[config.mk]
export PLATFORM = sky130hd
export DESIGN_NAME = oleg_buf
export DESIGN_NICKNAME = d
export VERILOG_FILES = /design/src/design/oleg_pkg.sv /design/src/design/oleg_buf.sv
export SDC_FILE = /design/constraint.sdc
export NUM_CORES = 2
export LEC_CHECK = 0
export BUFFER_PORTS_ARGS = -buffer_cell sky130_fd_sc_hd__buf_4
export CAP_MARGIN = 10
export CORE_ASPECT_RATIO = 1.75
export CORE_MARGIN = 5
export CORE_UTILIZATION = 40
export DETAILED_ROUTE_END_ITERATION = 10
export PLACE_DENSITY = 0.65
export SETUP_SLACK_MARGIN = 0.2
export SYNTH_ARGS = -nofsm -noshare
export SYNTH_HDL_FRONTEND = slang
export SYNTH_SLANG_ARGS = --single-unit
[constraint.sdc]
create_clock -name clk -period 8.7 [get_ports clk]
set_clock_uncertainty 0.2 [all_clocks]
set_input_delay 0.435 -clock clk [delete_from_list [all_inputs] [get_ports clk]]
set_output_delay 0.435 -clock clk [all_outputs]
set_load 0.05 [all_outputs]
[src/design/oleg_pkg.sv]
`timescale 1ns / 1ps
// ----------------------------------------------------------------------------
// oleg_pkg
// Shared types and constants for the output-layer error gradient block.
// ----------------------------------------------------------------------------
package oleg_pkg;

  localparam int MAX_LEN_DEF = 64;
  localparam int CFG_IDX_W   = 1;
  localparam int CFG_DATA_W  = 1;

  localparam logic [CFG_IDX_W-1:0] REG_LOSS_MODE = 1'b0;
  localparam logic [CFG_IDX_W-1:0] REG_ACT_MODE  = 1'b1;

  localparam logic [16:0] ONE_Q15 = 17'd32768;

  typedef struct packed {
    logic [15:0] activation;
    logic [15:0] target;
    logic        in_last;
  } in_item_t;

  typedef struct packed {
    logic signed [16:0] gradient;
    logic               out_last;
  } out_item_t;

  // Clamp a Q1.15 value to at most 1.0.
  function automatic logic [15:0] clamp_unit(input logic [15:0] v);
    clamp_unit = (v > 16'd32768) ? 16'd32768 : v;
  endfunction

endpackage

[src/design/oleg_buf.sv]
`timescale 1ns / 1ps
// ----------------------------------------------------------------------------
// oleg_buf
// Element buffer: one synchronous memory holding activation and target.
// ----------------------------------------------------------------------------
module oleg_buf import oleg_pkg::*; #(
  parameter int MAX_LEN = MAX_LEN_DEF,
  parameter int AW      = (MAX_LEN > 1) ? $clog2(MAX_LEN) : 1
) (
  input  logic          clk,
  input  logic          wr_en,
  input  logic [AW-1:0] wr_addr,
  input  logic [31:0]   wr_data,
  input  logic [AW-1:0] rd_addr,
  output logic [31:0]   rd_data
);

  logic [31:0] mem [MAX_LEN];

  always_ff @(posedge clk) begin
    if (wr_en) begin
      mem[wr_addr] <= wr_data;
    end
    rd_data <= mem[rd_addr];
  end

endmodule

==> flow_metrics.env <==
export IMPL_status="finished, final reports clean"
export IMPL_async_flop_share_pct=0
export IMPL_fp_dieArea_um2=206000
export IMPL_core_area_um2=196000
export IMPL_post_route_drc_count=0
export IMPL_period_share_pct=41.1
export IMPL_grt_pass1_vias=37500
export IMPL_vdd_drop_max_v=0.000143
export IMPL_critical_path_class="input port to flip-flop"
export IMPL_yosys_area_top_type="edfxtp_1"
export IMPL_vias=36300
export IMPL_synth_yosys_seq_area_share_pct=79.1
export IMPL_rsz0062_at_grt="no"
export IMPL_wl_per_cell_um=33.2
export IMPL_cts_max_level=4
export IMPL_finalMaxSlewViolations=0
export IMPL_syn_area_um2=78500
export IMPL_synthTopCellsByArea="edfxtp_1, mux4_2, mux2i_1, dfxtp_1, o22ai_1"
export IMPL_drive_gt1_share_pct=28.5
export IMPL_tns_ns=0
export IMPL_die_h_um=596
export IMPL_setup_viol=0
export IMPL_power_leakage_nw=27.0
export IMPL_min_period_ns=3.58
export IMPL_fp_row_count=215
export IMPL_pwr_density_cell_nw_per_um2=225
export IMPL_grt_overflow=0
export IMPL_synth_common_cells="edfxtp_1, mux4_2, nor2_1"
export IMPL_initial_core_util_pct=40.1
export IMPL_syn_nets=3370
export IMPL_drv_cap=0
export IMPL_nFillCells=16100
export IMPL_end_kind="flip-flop"
export IMPL_total_power_w=0.0199
export IMPL_vias_per_cell=5.82
export IMPL_cts_tree="done"
export IMPL_yosysMostFrequentCell="edfxtp_1"
export IMPL_port_buffers=77
export IMPL_routed_wl_um=207000
export IMPL_synth_top_area_share_pct=78.3
export IMPL_max_freq_mhz=280
export IMPL_cts_made_buffers=171
export IMPL_grt_first_pass_wirelength_um=291000
export IMPL_cts_root_buf="clkbuf_16"
export IMPL_grt_max_degree=100
export IMPL_ys_seq_elements=2080
export IMPL_arrival_ns=4.09
export IMPL_timing_final_hold_violations=0
export IMPL_max_clock_path_buffers=4
export IMPL_track_usage_pct=20.1
export IMPL_nets=3552
export IMPL_clk_latency_ns=0.81
export IMPL_postRouteAntennaNets=0
export IMPL_io_pins=78
export IMPL_area_growth_pct=12.4
export IMPL_synth_edff_count=2048
export IMPL_crit_path_max_fanout=73
export IMPL_startpoint_type="input port"
export IMPL_relSlewSlack_pct=20.8
export IMPL_cp_required_ns=9.21
export IMPL_place_congestion=0.798
export IMPL_dr_pass1_iters=5
export IMPL_chipWidth_um=345
export IMPL_synth_area_per_cell_um2=23.6
export IMPL_worst_pin_slew_ns=1.18
export IMPL_synthFlopType="edfxtp_1"
export IMPL_dpl_hpwl_um=116000
export IMPL_yosys_warnings=0
export IMPL_hold_path_class="input port to flip-flop"
export IMPL_yosysUniqueCellTypes=34
export IMPL_drt_iter0_markers=4194
export IMPL_numClockSinks=2080
export IMPL_antenna_found_initial=23
export IMPL_clk_pin_slew_ns=0.07
export IMPL_netlist_instances=3324
-- through the flow --
step                hold WS (ns)  area, um2  worst slack (ns)  cells  util, %
floorplan                  0.334      78500              4.91   3324        -
global placement           0.512      82800              4.26   5923     42.3
detailed placement         0.511      82800              4.31   5926     42.3
CTS                      0.00134      88300              5.16   6234     45.1
global route              0.0386      88300              5.01   6235     45.1
finish                    0.0183      88300              5.12   6240     45.1
-- critical path, cell delays in order --
cell and delay (ns):
buf_8 0.42, buf_4 0.77, nand2b_1 0.47, buf_4 0.35, o22ai_1 0.10, nor2_1 0.84, a21oi_1 0.22, nor2_1 0.15
-- logic make-up (layout without fill, tap and decap cells) --
logic type             Yosys count  count (layout)  synth area share, %
AO/OA/AOI/OAI                  202             202                 1.67
flip-flops                    2080            2080                 79.1
buffers and inverters          182             488                 1.13
other                            0               6                    0
AND/OR/NAND/NOR                223             223                 1.27
multiplexers                   637             637                 16.8
-- sequential cells by signal, summed over array words and instances, names as in the netlist --
name	count
mem	2048
rd_data	32
-- power breakdown --
part	internal (W)	switching, W	leakage [nW]
clock network	0.00413	0.00344	2.61
registers	0.0111	0.0000650	18.7
logic	0.000378	0.000770	5.66
-- cell usage in the layout (no fill, tap or decap), types with 33 or more instances in the layout --
cell	count
buf_4	173
o22ai_1	84
mux2i_1	93
clkbuf_16	172
clkbuf_1	33
a21oi_1	62
nor2_1	75
nor2_4	62
mux4_2	544
edfxtp_1	2048
-- per-layer routing --
layer	global-route usage, %	share of wire, %	vias to the layer above
li1	-	-	14600
met1	23.6	34	19800
met2	35.5	52	1582
met3	2.60	6.8	407
met4	11.8	7.2	12
met5	0	0.036	-
-- worst paths after layout --
path	end	slack (ns)	cells past startpoint	startpoint
setup / recovery	rd_data[25]	5.12	8	rd_addr[1]
hold / removal	mem[21][13]	0.02	1	wr_data[13]
setup reg to reg	rd_data[19]	5.89	4	mem[31][19]
hold reg to reg	rd_data[17]	0.52	4	mem[12][17]
-- area by class of cell --
cell class	count	area, um2	share of cell area [%]
Multi-Input combinational cell	1062	16000	18.1
Antenna cell	6	15.0	0.0170
Clock buffer	213	4540	5.14
Timing Repair Buffer	191	1540	1.75
Clock inverter	84	803	0.910
Tap cell	2604	3260	3.69
Sequential cell	2080	62100	70.4
-- what timing repair did --
action,4_1_cts,5_1_grt
hold buffers,11,0
gates resized for setup,0,0
setup buffers,0,0
endpoints found under the hold margin,198,0
No activity file was read; power rests on OpenSTA's default activity.
